### config.mk
export PLATFORM = sky130hd
export DESIGN_NAME = http_chunked_body_decoder
export DESIGN_NICKNAME = d
export VERILOG_FILES = /design/src/rtl/core/chbd_pkg.sv /design/src/rtl/core/chbd_size_parser.sv /design/src/rtl/core/chbd_out_buf.sv /design/src/rtl/core/http_chunked_body_decoder.sv
export SDC_FILE = /design/constraint.sdc
export NUM_CORES = 1
export LEC_CHECK = 0
export BUFFER_PORTS_ARGS = -buffer_cell sky130_fd_sc_hd__buf_2
export CAP_MARGIN = 5
export CORE_ASPECT_RATIO = 0.7
export CORE_UTILIZATION = 45
export CTS_CLUSTER_DIAMETER = 120
export CTS_CLUSTER_SIZE = 25
export DETAILED_ROUTE_END_ITERATION = 6
export PLACE_DENSITY = 0.67
export SLEW_MARGIN = 20
export SYNTH_ARGS = -nofsm -noshare
export SYNTH_HDL_FRONTEND = slang
export SYNTH_HIERARCHICAL = 1
export SYNTH_SLANG_ARGS = --single-unit
### constraint.sdc
create_clock -name clk_i -period 8.4 [get_ports clk_i]
set_input_delay 1.68 -clock clk_i [delete_from_list [all_inputs] [get_ports clk_i]]
set_output_delay 1.68 -clock clk_i [all_outputs]
set_load 0.05 [all_outputs]
### src/rtl/core/chbd_pkg.sv
package chbd_pkg;

  localparam logic [7:0] ChLf    = 8'h0A;
  localparam logic [7:0] ChCr    = 8'h0D;
  localparam logic [7:0] ChSpace = 8'h20;
  localparam logic [7:0] ChTab   = 8'h09;
  localparam logic [7:0] ChVt    = 8'h0B;
  localparam logic [7:0] ChFf    = 8'h0C;
  localparam logic [7:0] ChZero  = 8'h30;
  localparam logic [7:0] ChLowX  = 8'h78;
  localparam logic [7:0] ChUpX   = 8'h58;

  // Gap end offsets past the LF: header line only, or final CR LF included
  localparam logic [31:0] GapEndHeader = 32'd1;
  localparam logic [31:0] GapEndLast   = 32'd3;

  localparam logic [31:0] MaxLenReset = 32'd1048576;

  localparam int unsigned TdataInW = 40;
  localparam int unsigned TdataOutW = 72;
  localparam int unsigned TuserOutW = 4;

  typedef enum logic [1:0] {
    ST_CONTINUE  = 2'd0,
    ST_HEADER    = 2'd1,
    ST_DONE_OK   = 2'd2,
    ST_TOO_LARGE = 2'd3
  } status_e;

  typedef enum logic [1:0] {
    HP_BLANK  = 2'd0,
    HP_ZERO   = 2'd1,
    HP_DIGITS = 2'd2,
    HP_STOP   = 2'd3
  } hex_phase_e;

  typedef struct packed {
    logic [31:0] gap_end;
    logic [31:0] gap_start;
    logic        gap_valid;
    logic [7:0]  body_byte;
    logic        body_valid;
    status_e     status;
  } result_t;

  typedef struct packed {
    logic       valid;
    logic [3:0] value;
  } hex_digit_t;

  function automatic hex_digit_t hex_digit(input logic [7:0] c);
    hex_digit_t r;
    r = '0;
    if (c >= 8'h30 && c <= 8'h39) begin
      r.valid = 1'b1;
      r.value = 4'(c - 8'h30);
    end else if (c >= 8'h61 && c <= 8'h66) begin
      r.valid = 1'b1;
      r.value = 4'(c - 8'h57);
    end else if (c >= 8'h41 && c <= 8'h46) begin
      r.valid = 1'b1;
      r.value = 4'(c - 8'h37);
    end
    return r;
  endfunction

  function automatic logic is_blank(input logic [7:0] c);
    return (c == ChSpace) || (c == ChTab) || (c == ChVt) || (c == ChFf);
  endfunction

endpackage

### src/rtl/core/chbd_size_parser.sv
module chbd_size_parser #(
  parameter int unsigned LEN_WIDTH = 32
) (
  input  logic [7:0]           char_i,
  input  chbd_pkg::hex_phase_e phase_i,
  input  logic [LEN_WIDTH-1:0] value_i,
  output chbd_pkg::hex_phase_e phase_o,
  output logic [LEN_WIDTH-1:0] value_o
);
  import chbd_pkg::*;

  hex_digit_t           dig;
  logic [LEN_WIDTH-1:0] acc;

  assign dig = hex_digit(char_i);

  // Shift in one digit, pin at all ones once the top nibble is in use
  always_comb begin
    if (value_i[LEN_WIDTH-1 -: 4] != 4'd0) begin
      acc = '1;
    end else begin
      acc = {value_i[LEN_WIDTH-5:0], dig.value};
    end
  end

  always_comb begin
    phase_o = phase_i;
    value_o = value_i;
    case (phase_i)
      HP_BLANK: begin
        if (is_blank(char_i)) begin
          phase_o = HP_BLANK;
        end else if (char_i == ChZero) begin
          phase_o = HP_ZERO;
          value_o = '0;
        end else if (dig.valid) begin
          phase_o = HP_DIGITS;
          value_o = LEN_WIDTH'(dig.value);
        end else begin
          phase_o = HP_STOP;
        end
      end
      HP_ZERO: begin
        if (char_i == ChLowX || char_i == ChUpX) begin
          phase_o = HP_DIGITS;
        end else if (dig.valid) begin
          phase_o = HP_DIGITS;
          value_o = acc;
        end else begin
          phase_o = HP_STOP;
        end
      end
      HP_DIGITS: begin
        if (dig.valid) begin
          value_o = acc;
        end else begin
          phase_o = HP_STOP;
        end
      end
      default: begin
        phase_o = phase_i;
      end
    endcase
  end

endmodule

### src/rtl/core/chbd_out_buf.sv
module chbd_out_buf (
  input  logic              clk_i,
  input  logic              rst_ni,
  input  logic              load_i,
  input  chbd_pkg::result_t data_i,
  output logic              ready_o,
  output logic              valid_o,
  output chbd_pkg::result_t data_o,
  input  logic              ready_i
);
  import chbd_pkg::*;

  logic    valid_q;
  result_t data_q;

  // Free when empty or when the held transaction leaves this cycle
  assign ready_o = !valid_q || ready_i;
  assign valid_o = valid_q;
  assign data_o  = data_q;

  always_ff @(posedge clk_i or negedge rst_ni) begin
    if (!rst_ni) begin
      valid_q <= 1'b0;
    end else if (ready_o) begin
      valid_q <= load_i;
    end
  end

  always_ff @(posedge clk_i) begin
    if (ready_o && load_i) begin
      data_q <= data_i;
    end
  end

endmodule

### src/rtl/core/http_chunked_body_decoder.sv
// Chunked transfer-encoding body decoder.
// Input channel (s_axis_*): one transaction per raw body byte, carrying the byte
// and its absolute stream position. Output channel (m_axis_*): exactly one
// transaction per input transaction, with a status code, an optional decoded
// payload byte and an optional framing gap range [gap_start, gap_end).
// Configuration: cfg_wr_en_i writes cfg_wr_data_i into max_content_length;
// write it only while the block is idle.
// Flow: a byte accepted sits in the input register, is decoded and lands in the
// output register, from which its result is taken. Throughput: one byte per
// cycle while the receiver does not stall, limited by the single decode stage
// between the input and output registers.
// Reset: all parse state clears, max_content_length returns to 1048576 and
// both registers empty. When the receiver stalls, the output register holds
// its transaction, the input register fills, and s_axis_tready drops once both
// are occupied; no transaction is lost or repeated.
// After a done status (ok or too large) every further byte gives a continue
// status with nothing attached until the next reset.
module http_chunked_body_decoder #(
  parameter int unsigned LEN_WIDTH = 32
) (
  input  logic        clk_i,
  input  logic        rst_ni,
  input  logic        cfg_wr_en_i,
  input  logic [31:0] cfg_wr_data_i,
  input  logic        s_axis_tvalid,
  output logic        s_axis_tready,
  input  logic [39:0] s_axis_tdata,   // [7:0] data_byte, [39:8] byte_index
  output logic        m_axis_tvalid,
  input  logic        m_axis_tready,
  output logic [71:0] m_axis_tdata,   // [7:0] body_byte, [39:8] gap_start, [71:40] gap_end
  output logic [3:0]  m_axis_tuser    // [1:0] status, [2] body_valid, [3] gap_valid
);
  import chbd_pkg::*;

  localparam int unsigned CmpW = (LEN_WIDTH > 32) ? LEN_WIDTH : 32;

  // Input register
  logic        in_valid_q;
  logic [7:0]  in_byte_q;
  logic [31:0] in_pos_q;

  // Parse state
  logic                 data_mode_q, data_mode_d;
  logic                 finished_q, finished_d;
  logic                 line_nonempty_q, line_nonempty_d;
  hex_phase_e           phase_q, phase_d;
  logic [LEN_WIDTH-1:0] hex_value_q, hex_value_d;
  logic [LEN_WIDTH-1:0] total_q, total_d;
  logic [LEN_WIDTH-1:0] body_count_q, body_count_d;
  logic                 gap_open_q, gap_open_d;
  logic [31:0]          gap_begin_q, gap_begin_d;
  logic [31:0]          max_len_q;

  hex_phase_e           pr_phase;
  logic [LEN_WIDTH-1:0] pr_value;
  logic [LEN_WIDTH-1:0] size;
  logic [LEN_WIDTH:0]   sum;
  logic [LEN_WIDTH-1:0] total_sat;
  logic [LEN_WIDTH-1:0] count_inc;
  logic [31:0]          gap_base;
  logic                 too_large;

  logic    out_ready;
  logic    advance;
  result_t res;
  result_t out_data;

  // Decode an item only when its result has a place to go
  assign advance       = in_valid_q && out_ready;
  assign s_axis_tready = !in_valid_q || out_ready;

  always_ff @(posedge clk_i or negedge rst_ni) begin
    if (!rst_ni) begin
      in_valid_q <= 1'b0;
    end else if (s_axis_tready) begin
      in_valid_q <= s_axis_tvalid;
    end
  end

  always_ff @(posedge clk_i) begin
    if (s_axis_tvalid && s_axis_tready) begin
      in_byte_q <= s_axis_tdata[7:0];
      in_pos_q  <= s_axis_tdata[39:8];
    end
  end

  chbd_size_parser #(
    .LEN_WIDTH (LEN_WIDTH)
  ) u_parser (
    .char_i  (in_byte_q),
    .phase_i (phase_q),
    .value_i (hex_value_q),
    .phase_o (pr_phase),
    .value_o (pr_value)
  );

  // A line with no digits reads as size zero
  assign size      = (phase_q == HP_BLANK) ? '0 : hex_value_q;
  assign sum       = {1'b0, total_q} + {1'b0, size};
  assign total_sat = sum[LEN_WIDTH] ? '1 : sum[LEN_WIDTH-1:0];
  assign too_large = CmpW'(total_sat) > CmpW'(max_len_q);
  assign count_inc = body_count_q + LEN_WIDTH'(1);
  // The gap opens at this byte if none is open yet
  assign gap_base  = gap_open_q ? gap_begin_q : in_pos_q;

  always_comb begin
    data_mode_d     = data_mode_q;
    finished_d      = finished_q;
    line_nonempty_d = line_nonempty_q;
    phase_d         = phase_q;
    hex_value_d     = hex_value_q;
    total_d         = total_q;
    body_count_d    = body_count_q;
    gap_open_d      = gap_open_q;
    gap_begin_d     = gap_begin_q;
    res             = '0;
    res.status      = ST_CONTINUE;

    if (finished_q) begin
      // drop everything until reset
    end else if (data_mode_q) begin
      res.body_valid = 1'b1;
      res.body_byte  = in_byte_q;
      body_count_d   = count_inc;
      if (count_inc == total_q) begin
        data_mode_d = 1'b0;
      end
    end else begin
      gap_open_d  = 1'b1;
      gap_begin_d = gap_base;
      if (in_byte_q == ChLf && line_nonempty_q) begin
        line_nonempty_d = 1'b0;
        phase_d         = HP_BLANK;
        hex_value_d     = '0;
        if (size != '0) begin
          total_d = total_sat;
          if (too_large) begin
            res.status = ST_TOO_LARGE;
            finished_d = 1'b1;
          end else begin
            res.status    = ST_HEADER;
            data_mode_d   = 1'b1;
            res.gap_valid = 1'b1;
            res.gap_start = gap_base;
            res.gap_end   = in_pos_q + GapEndHeader;
            gap_open_d    = 1'b0;
          end
        end else begin
          res.status    = ST_DONE_OK;
          finished_d    = 1'b1;
          res.gap_valid = 1'b1;
          res.gap_start = gap_base;
          res.gap_end   = in_pos_q + GapEndLast;
          gap_open_d    = 1'b0;
        end
      end else if (in_byte_q != ChCr && in_byte_q != ChLf) begin
        line_nonempty_d = 1'b1;
        phase_d         = pr_phase;
        hex_value_d     = pr_value;
      end
    end
  end

  always_ff @(posedge clk_i or negedge rst_ni) begin
    if (!rst_ni) begin
      data_mode_q     <= 1'b0;
      finished_q      <= 1'b0;
      line_nonempty_q <= 1'b0;
      phase_q         <= HP_BLANK;
      hex_value_q     <= '0;
      total_q         <= '0;
      body_count_q    <= '0;
      gap_open_q      <= 1'b0;
      gap_begin_q     <= '0;
    end else if (advance) begin
      data_mode_q     <= data_mode_d;
      finished_q      <= finished_d;
      line_nonempty_q <= line_nonempty_d;
      phase_q         <= phase_d;
      hex_value_q     <= hex_value_d;
      total_q         <= total_d;
      body_count_q    <= body_count_d;
      gap_open_q      <= gap_open_d;
      gap_begin_q     <= gap_begin_d;
    end
  end

  always_ff @(posedge clk_i or negedge rst_ni) begin
    if (!rst_ni) begin
      max_len_q <= MaxLenReset;
    end else if (cfg_wr_en_i) begin
      max_len_q <= cfg_wr_data_i;
    end
  end

  chbd_out_buf u_out_buf (
    .clk_i   (clk_i),
    .rst_ni  (rst_ni),
    .load_i  (in_valid_q),
    .data_i  (res),
    .ready_o (out_ready),
    .valid_o (m_axis_tvalid),
    .data_o  (out_data),
    .ready_i (m_axis_tready)
  );

  assign m_axis_tdata = {out_data.gap_end, out_data.gap_start, out_data.body_byte};
  assign m_axis_tuser = {out_data.gap_valid, out_data.body_valid, out_data.status};

endmodule

==> flow_summary.yaml, run 1 <==
synth:
  synth_edf_count: 116
  ys_seq_area_frac: 0.4663
  async_reset_ff_frac: 0.5915
  synth_warnings: 6
  ys_ff_latch: 284
  avgSynthCellArea_sq_um: 10.12
  syn_nets: 1782
  syn-cell-area_sq_um: 16490
  postSynthCellCount: 1629
  yosysUniqueCellTypes: 94
  yosys_most_used_dff: "dfrtp_1"
finish:
  final_common_cell: "dfrtp_1"
  n_antenna_cell: 0
  drive_gt1_frac: 0.1546
  final_util: 0.5009
  final_nets: 1878
  syn2layout_area_growth_pct: 9.341
  layout_common_cells: "dfrtp_1, nor2_1, buf_2, nand2_1, edfxtp_1"
  fillers: 3329
clock_tree:
  cts_htree_levels: 1
  cts_root_buffer: "clkbuf_16"
  cts_buffers: 15
  cts_tree: "done"
  postCtsSetupBuffers: 0
  cts.path.max_buffers: 3
  post_cts_resized: 0
  cts.reportedPaths.clkPinSlew_ns: 0.10
  clock_latency_ns: 0.52
  hold_buffers: 0
  cts_num_sinks: 284
global_route:
  grt_overflow: 0
  grt_max_degree: 94
  grt_pass1_wl_mm: 67.13
  grt_pass1_vias: 12060
  gr-usage-all-layers: 0.2255
  antenna_found_initial: 0
placed_design:
  dpl.hpwl_mm: 31.05
  place_congestion: 0.9516
  dp_slack_ns: 1.486
  port_buffers: 154
setup_path:
  critPathTopFamily: "simple AND/OR/NAND/NOR gates"
  slowest_stage: "or4_4"
  crit_chain: "nor2_2 > buf_4 > nor2b_1 > ha_1 > a21o_1 > a311o_1 > a21oi_1 > a21o_1 > a21oi_2 > o31a_1 > a21oi_4 > buf_4 > nand2_2 > ha_1 > nand4_1 > or4_4 > or3_1 > a31o_4 > nand2_4 > nand2_2 > nand2_2 > inv_2 > o311ai_0 > o41ai_2"
  startpoint_type: "flip-flop"
  arrival_ns: 7.28
  r2r_start: "phase_q[1]"
  crit_required_ns: 8.63
  end_kind: "flip-flop"
  crit_top_cell: "nand2_2"
  path_class: "flip-flop to flip-flop"
  cp-startpoint: "phase_q[1]"
  reg2reg_depth: 24
  critPathBufInv: 3
  max_stage_delay_ns: 0.58
  cp_num_cells: 24
  path_max_fanout: 28
pwr:
  p_leak_nw: 8.033
  powerDensity_nw_per_um2: 175.7
  ir_drop_mv: 0.1082
  power_w: 0.003168
floorplan:
  die_h_microns: 162.2
  rows: 58
  die_area_sq_um: 37420
  initial_utilization: 0.4581
  die_w_microns: 230.8
  io_pins: 155
  core_sq_um: 35990
run:
  cap_violations: 0
min_path:
  hp-class: "flip-flop to flip-flop"
  min_path_cells: 1
  hp-start: "line_nonempty_q"
timing:
  max_freq_mhz: 141.9
  worstMarginPinSlew_ns: 1.146
  fin_crit_sh: 0.8391
  fin_skew_ns: 0.04039
  min_period_ns: 7.048
  relSlewSlack: 0.2363
  finalSetupViolCount: 0
  hold_slack_ns: 0.4847
  slew_violations: 0
  finalWorstSetupSlack_ns: 1.352
  tns_ns: 0
  grt_setup_unrepaired: "no"
  hold_violations: 0
detailed_routing:
  wl_per_cell_microns: 19.26
  route.met3.wl_mm: 2.414
  wl_met1_mm: 21.31
  top_layer: "met4"
  drt-initial-drc-count: 1219
  vias_per_cell: 5.808
  finalWirelength_mm: 42.62
  firstDrtPassIters: 5
  ant_nets: 0
  route.met2.wl_mm: 18.14
  drcViolationCount: 0
  vias: 12850
run_status:
  outcome: "complete, no violations"
worst register-to-register path: stages (launching register included):
cell and delay [ns]:
dfrtp_1 0.48, nor2_2 0.47, buf_4 0.35, nor2b_1 0.09
ha_1 0.34, a21o_1 0.23, a311o_1 0.35, a21oi_1 0.29
a21o_1 0.22, a21oi_2 0.09, o31a_1 0.40, a21oi_4 0.19
buf_4 0.31, nand2_2 0.11, ha_1 0.33, nand4_1 0.15
or4_4 0.58, or3_1 0.41, a31o_4 0.27, nand2_4 0.11
nand2_2 0.07, nand2_2 0.38, inv_2 0.23, o311ai_0 0.18
o41ai_2 0.13
cells by family after synthesis:
group / synth area share
AO/OA/AOI/OAI: 0.1612
XOR/XNOR: 0.05471
flip-flops: 0.4663
adder cells (fa/ha/maj): 0.05881
multiplexers: 0.04522
buffers and inverters: 0.03802
AND/OR/NAND/NOR: 0.1757
worst paths after layout:
check | endpoint | slack [ns]
max | u_out_buf/data_o[66] | 1.35
min | line_nonempty_q | 0.48
max reg2reg | u_out_buf/data_o[66] | 1.35
min reg2reg | line_nonempty_q | 0.48
max in group asynchronous | gap_open_q | 5.78
min in group asynchronous | max_len_q[27] | 1.25
sequential cells by signal, indices dropped and copies added, names as in the netlist:
signal	flops
in_valid_q	1
body_count_q	32
finished_q	1
line_nonempty_q	1
in_byte_q	8
phase_q	2
gap_begin_q	32
in_pos_q	32
total_q	32
u_out_buf/valid_o	1
data_mode_q	1
max_len_q	32
u_out_buf/data_o	76
gap_open_q	1
hex_value_q	32
cell type report:
cell class | count | area, sq um | share of cell area
Tap cell | 480 | 600.6 | 0.03331
Timing Repair Buffer | 166 | 870.8 | 0.04830
Sequential cell | 284 | 7690 | 0.4265
Clock buffer | 23 | 405.4 | 0.02248
Multi-Input combinational cell | 1198 | 8218 | 0.4558
Inverter | 60 | 225.2 | 0.01249
Clock inverter | 2 | 20.02 | 0.001110
through the flow:
step / area, sq um / instances
4_1_cts: 18020 / 2213
2_1_floorplan: 16490 / 1629
5_1_grt: 18030 / 2213
6_report: 18030 / 2213
3_3_place_gp: 17590 / 2188
3_5_place_dp: 17590 / 2188
synth_stat cells, drive strengths merged (6+ instances only):
| cell type | n | share of area |
|---|---|---|
| nor2 | 161 | 0.037 |
| xnor2 | 63 | 0.033 |
| nor2b | 43 | 0.016 |
| nor3 | 33 | 0.010 |
| o21a | 9 | 0.0041 |
| inv | 60 | 0.014 |
| o2bb2ai | 28 | 0.015 |
| nor4 | 16 | 0.0061 |
| nand2b | 11 | 0.0046 |
| a21oi | 70 | 0.022 |
| o211ai | 16 | 0.0073 |
| mux2 | 36 | 0.025 |
| dfrtp | 167 | 0.25 |
| nand3b | 8 | 0.0036 |
| a31oi | 33 | 0.013 |
| edfxtp | 116 | 0.21 |
| o41ai | 7 | 0.0060 |
| a211oi | 10 | 0.0046 |
| nand3 | 49 | 0.016 |
| or3 | 11 | 0.0045 |
| nand4 | 34 | 0.015 |
| a22o | 36 | 0.019 |
| nand2 | 145 | 0.034 |
| xor2 | 40 | 0.021 |
| o21ai | 81 | 0.025 |
| and3 | 13 | 0.0049 |
| clkbuf | 58 | 0.013 |
| nor3b | 6 | 0.0027 |
| buf | 29 | 0.011 |
| and4 | 7 | 0.0037 |
| and2 | 15 | 0.0058 |
| mux2i | 34 | 0.021 |
| a21o | 19 | 0.0087 |
| o31ai | 11 | 0.0050 |
| or4 | 6 | 0.0032 |
| ha | 75 | 0.057 |
per-layer routing:
metal  vias up  GRT usage
li1       6129          -
met1      6288     0.3591
met2       384     0.3280
met3        51    0.02247
met4         0    0.04576
met5         -          0
power breakdown:
part           switching (W)  leakage (nW)  internal [W]
Clock               0.000448         0.205      0.000343
Sequential         0.0000884          3.39       0.00153
Combinational       0.000525          4.44      0.000230
(Power assumes the default switching activity.)
==> inputs of run 2 (changes only) <==
==> constraint.sdc (replaced) <==
create_clock -name clk_i -period 6.7 [get_ports clk_i]
set_input_delay 1.34 -clock clk_i [delete_from_list [all_inputs] [get_ports clk_i]]
set_output_delay 1.34 -clock clk_i [all_outputs]
set_load 0.05 [all_outputs]
==> flow_summary.yaml, run 2 (same netlist as run 1, synthesis figures left out) <==
run_status:
  outcome: "complete, no violations"
floorplan:
  die_w_microns: 230.8
  core_sq_um: 35990
  io_pins: 155
  initial_utilization: 0.4581
  die_h_microns: 162.2
  rows: 58
  die_area_sq_um: 37420
timing:
  finalSetupViolCount: 0
  fin_crit_sh: 0.9530
  grt_setup_unrepaired: "no"
  hold_slack_ns: 0.4847
  min_period_ns: 6.385
  tns_ns: 0
  slew_violations: 0
  worstMarginPinSlew_ns: 1.106
  relSlewSlack: 0.2628
  hold_violations: 0
  fin_skew_ns: 0.03076
  max_freq_mhz: 156.6
pwr:
  p_leak_nw: 8.089
  p_switching_w: 0.001345
  seq_power_share: 0.509
  ir_drop_mv: 0.1279
  p_sw_frac: 0.3367
  clock_power_share: 0.253
  powerDensity_nw_per_um2: 220.4
  internal_power_w: 0.002650
  p_comb_frac: 0.238
global_route:
  gr-usage-all-layers: 0.2256
  grt_pass1_wl_mm: 66.85
  grt_overflow: 0
  grt_max_degree: 77
  antenna_found_initial: 0
  grt_pass1_vias: 11890
placed_design:
  dpl.hpwl_mm: 31.16
  port_buffers: 154
  place_congestion: 0.9431
detailed_routing:
  firstDrtPassIters: 5
  wl_per_cell_microns: 19.26
  vias: 12860
  ant_nets: 0
  finalWirelength_mm: 42.74
  drt-initial-drc-count: 1115
  vias_per_cell: 5.793
  drcViolationCount: 0
clock_tree:
  hold_buffers: 0
  clock_latency_ns: 0.52
  cts.path.max_buffers: 3
  cts_num_sinks: 284
  cts.reportedPaths.clkPinSlew_ns: 0.11
  cts_root_buffer: "clkbuf_16"
  cts_tree: "done"
  postCtsSetupBuffers: 0
  cts_buffers: 15
  cts_htree_levels: 1
setup_path:
  startpoint_type: "flip-flop"
  critPathBufInv: 1
  crit_chain: "nor2_4 > nor2b_1 > ha_1 > fa_1 > a21o_1 > a311o_1 > a21oi_1 > a21o_1 > a21oi_2 > o31a_1 > a21oi_4 > buf_12 > nand2_1 > ha_1 > nand4_1 > or4_4 > nor3_2 > or3_1 > a31o_4 > nand3_4 > o21ai_2 > nand4_4 > o41ai_2"
  crit_required_ns: 7.03
  path_class: "flip-flop to flip-flop"
  slowest_stage: "or4_4"
  arrival_ns: 6.71
  max_stage_delay_ns: 0.60
  path_max_fanout: 26
  end_kind: "flip-flop"
  critPathTopFamily: "compound AO/OA/AOI/OAI gates"
finish:
  syn2layout_area_growth_pct: 9.963
  drive_gt1_frac: 0.1587
  largest_reg_flops: 76
  n_antenna_cell: 0
  final_common_cell: "dfrtp_1"
  final_nets: 1884
  layout_common_cells: "dfrtp_1, nor2_1, buf_2, nand2_1, edfxtp_1"
min_path:
  hp-class: "flip-flop to flip-flop"
run:
  cap_violations: 0
run 2: area by class of cell:
cell class | instances | area (sq um)
Fill cell | 3325 | 17860
Multi-Input combinational cell | 1198 | 8237
Sequential cell | 284 | 7690
Timing Repair Buffer | 172 | 954.7
Tap cell | 480 | 600.6
Clock buffer | 24 | 409.1
Inverter | 60 | 225.2
Clock inverter | 1 | 16.27
run 2: path summary, 6_finish.rpt:
check	depth (start not counted)	slack, ns	from	end
setup / recovery	23	0.31	phase_q[1]	u_out_buf/data_o[68]
hold / removal	1	0.48	line_nonempty_q	line_nonempty_q
setup reg to reg	23	0.31	phase_q[1]	u_out_buf/data_o[68]
hold reg to reg	1	0.48	line_nonempty_q	line_nonempty_q
max in group asynchronous	2	4.66	rst_ni	gap_begin_q[9]
min in group asynchronous	1	0.85	rst_ni	max_len_q[23]
run 2: power by group through the flow:
stage               clock [W]  combinational, W  sequential, W
finish                0.00101          0.000953        0.00203
detailed placement          0          0.000938        0.00207
global route          0.00108           0.00104        0.00205
global placement            0          0.000924        0.00206
floorplan                   0          0.000587        0.00212
CTS                   0.00103          0.000941        0.00203
run 2: repair_timing:
item / in CTS / in global routing
hold endpoints to repair: 0 / 0
setup endpoints to repair: 0 / 22
gates resized for setup: 0 / 5
run 2: metrics by stage:
step	worst slack (ns)	instances	power, W	util	area, sq um
global placement	0.2690	2193	0.002986	0.4905	17660
CTS	0.006243	2218	0.004003	0.5023	18080
global route	0.01295	2219	0.004175	0.5038	18130
finish	0.3147	2219	0.003996	0.5038	18130
floorplan	0.7395	1629	0.002709	-	16490
detailed placement	0.07759	2193	0.003004	0.4905	17660
run 2: worst register-to-register path: stages (launching register included):
cell	delay, ns
dfrtp_1	0.49
nor2_4	0.22
nor2b_1	0.08
ha_1	0.21
fa_1	0.41
a21o_1	0.20
a311o_1	0.35
a21oi_1	0.26
a21o_1	0.24
a21oi_2	0.10
o31a_1	0.40
a21oi_4	0.34
buf_12	0.22
nand2_1	0.09
ha_1	0.30
nand4_1	0.14
or4_4	0.60
nor3_2	0.22
or3_1	0.15
a31o_4	0.17
nand3_4	0.20
o21ai_2	0.26
nand4_4	0.25
o41ai_2	0.29
run 2: metal layers:
metal	wire, microns	up-vias	share of wire	track usage
met5	0	-	0	0
met4	597	0	0.014	0.03823
met3	2808	33	0.066	0.02633
met2	18000	420	0.42	0.3307
met1	21330	6266	0.50	0.3572
li1	-	6136	-	-
==> inputs of run 3 (changes only) <==
--- a/config.mk
+++ b/config.mk
@@ -8,11 +8,12 @@
 export BUFFER_PORTS_ARGS = -buffer_cell sky130_fd_sc_hd__buf_2
 export CAP_MARGIN = 5
 export CORE_ASPECT_RATIO = 0.7
-export CORE_UTILIZATION = 45
+export CORE_UTILIZATION = 60
 export CTS_CLUSTER_DIAMETER = 120
 export CTS_CLUSTER_SIZE = 25
 export DETAILED_ROUTE_END_ITERATION = 6
-export PLACE_DENSITY = 0.67
+export MAX_ROUTING_LAYER = met4
+export PLACE_DENSITY = 0.85
 export SLEW_MARGIN = 20
 export SYNTH_ARGS = -nofsm -noshare
 export SYNTH_HDL_FRONTEND = slang
==> flow_summary.yaml, run 3 (same netlist as run 1, synthesis figures left out) <==
setup_path:
  path_max_fanout: 45
  slowest_stage: "or4_1"
  path_class: "flip-flop to flip-flop"
  startpoint_type: "flip-flop"
  crit_chain: "nor2_4 > nor2b_1 > ha_1 > fa_1 > a21o_1 > a311o_1 > a21oi_1 > a21o_1 > a21oi_2 > o31a_1 > a21oi_4 > buf_12 > nand2_1 > ha_1 > nand4_1 > or4_1 > nor3_2 > or3_1 > a31o_4 > nand3_4 > o21ai_4 > nand4_4 > o41ai_2"
  critPathTopFamily: "compound AO/OA/AOI/OAI gates"
  critPathBufInv: 1
  arrival_ns: 6.72
  end_kind: "flip-flop"
  crit_required_ns: 7.02
  max_stage_delay_ns: 0.66
clock_tree:
  hold_buffers: 0
  cts_buffers: 15
  clock_latency_ns: 0.52
  cts_htree_levels: 1
  postCtsSetupBuffers: 0
  cts.reportedPaths.clkPinSlew_ns: 0.10
  post_cts_resized: 0
  cts_root_buffer: "clkbuf_16"
  cts_tree: "done"
  cts_num_sinks: 284
  cts.path.max_buffers: 3
timing:
  slew_violations: 0
  worstMarginPinSlew_ns: 1.130
  finalSetupViolCount: 0
  fin_crit_sh: 0.9550
  min_period_ns: 6.399
  finalWorstSetupSlack_ns: 0.3015
  hold_slack_ns: 0.4808
  max_freq_mhz: 156.3
  hold_violations: 0
  tns_ns: 0
  relSlewSlack: 0.2436
  fin_skew_ns: 0.02852
floorplan:
  rows: 50
  die_w_microns: 200.1
  die_h_microns: 140.7
  core_sq_um: 26840
  io_pins: 155
  initial_utilization: 0.6144
  die_area_sq_um: 28160
run:
  cap_violations: 0
finish:
  fillers: 2062
  layout_common_cells: "dfrtp_1, nor2_1, buf_2, nand2_1, edfxtp_1"
  drive_gt1_frac: 0.1573
  multi_input_area_sq_um: 8238
  final_nets: 1881
  syn2layout_area_growth_pct: 8.923
  final_cell_area_sq_um: 17960
  largest_reg_flops: 76
  final_common_cell: "dfrtp_1"
  n_antenna_cell: 0
  seqCellArea_sq_um: 7691
placed_design:
  port_buffers: 154
  place_congestion: 0.9731
  dp_slack_ns: 0.2553
  place_area_sq_um: 17500
  dpl.hpwl_mm: 30.52
detailed_routing:
  route.met3.wl_mm: 3.879
  top_layer: "met4"
  route.met2.wl_mm: 18.56
  vias: 13320
  ant_nets: 0
  wl_met1_mm: 18.94
  wl_per_cell_microns: 20.00
  vias_per_cell: 6.343
  finalWirelength_mm: 42.00
  firstDrtPassIters: 5
  drt-initial-drc-count: 1461
  drcViolationCount: 0
run_status:
  outcome: "complete, no violations"
pwr:
  p_switching_w: 0.001339
  clock_power_share: 0.250
  powerDensity_nw_per_um2: 221.8
  ir_drop_mv: 0.1623
  power_w: 0.003984
  seq_power_share: 0.512
  p_sw_frac: 0.3361
  p_leak_nw: 8.065
  p_comb_frac: 0.238
  internal_power_w: 0.002645
global_route:
  grt_pass1_wl_mm: 66.76
  grt_max_degree: 79
  gr-usage-all-layers: 0.3056
  grt_pass1_vias: 12580
  antenna_found_initial: 0
  grt_overflow: 0
min_path:
  hp-class: "flip-flop to flip-flop"
-- run 3: power groups by stage --
stage	Combinational [W]	Clock [W]	Sequential, W
global placement	0.000891	0	0.00206
finish	0.000950	0.000995	0.00204
CTS	0.000923	0.00102	0.00203
detailed placement	0.000918	0	0.00207
global route	0.00102	0.00107	0.00205
floorplan	0.000587	0	0.00212
-- run 3: through the flow --
stage	util	cells
5_1_grt	0.6692	2100
3_5_place_dp	0.6519	2075
3_3_place_gp	0.6519	2075
4_1_cts	0.6677	2100
6_report	0.6692	2100
2_1_floorplan	-	1629
-- run 3: final cells by class --
type | count | area share
Tap cell | 364 | 0.02536
Timing Repair Buffer | 169 | 0.05155
Clock buffer | 24 | 0.02278
Clock inverter | 1 | 0.0009056
Inverter | 60 | 0.01254
Sequential cell | 284 | 0.4282
Multi-Input combinational cell | 1198 | 0.4587
-- run 3: routing by layer --
layer	GRT usage	up-vias
li1	-	6136
met1	0.4426	6502
met2	0.4483	633
met3	0.05779	50
met4	0.06275	0
met5	-	-
-- run 3: path summary, 6_finish.rpt --
path	from	to	slack (ns)	depth (start not counted)
setup / recovery	phase_q[0]	u_out_buf/data_o[72]	0.30	23
hold / removal	line_nonempty_q	line_nonempty_q	0.48	1
setup reg to reg	phase_q[0]	u_out_buf/data_o[72]	0.30	23
hold reg to reg	line_nonempty_q	line_nonempty_q	0.48	1
max in group asynchronous	rst_ni	phase_q[0]	4.87	2
min in group asynchronous	rst_ni	total_q[23]	0.70	1
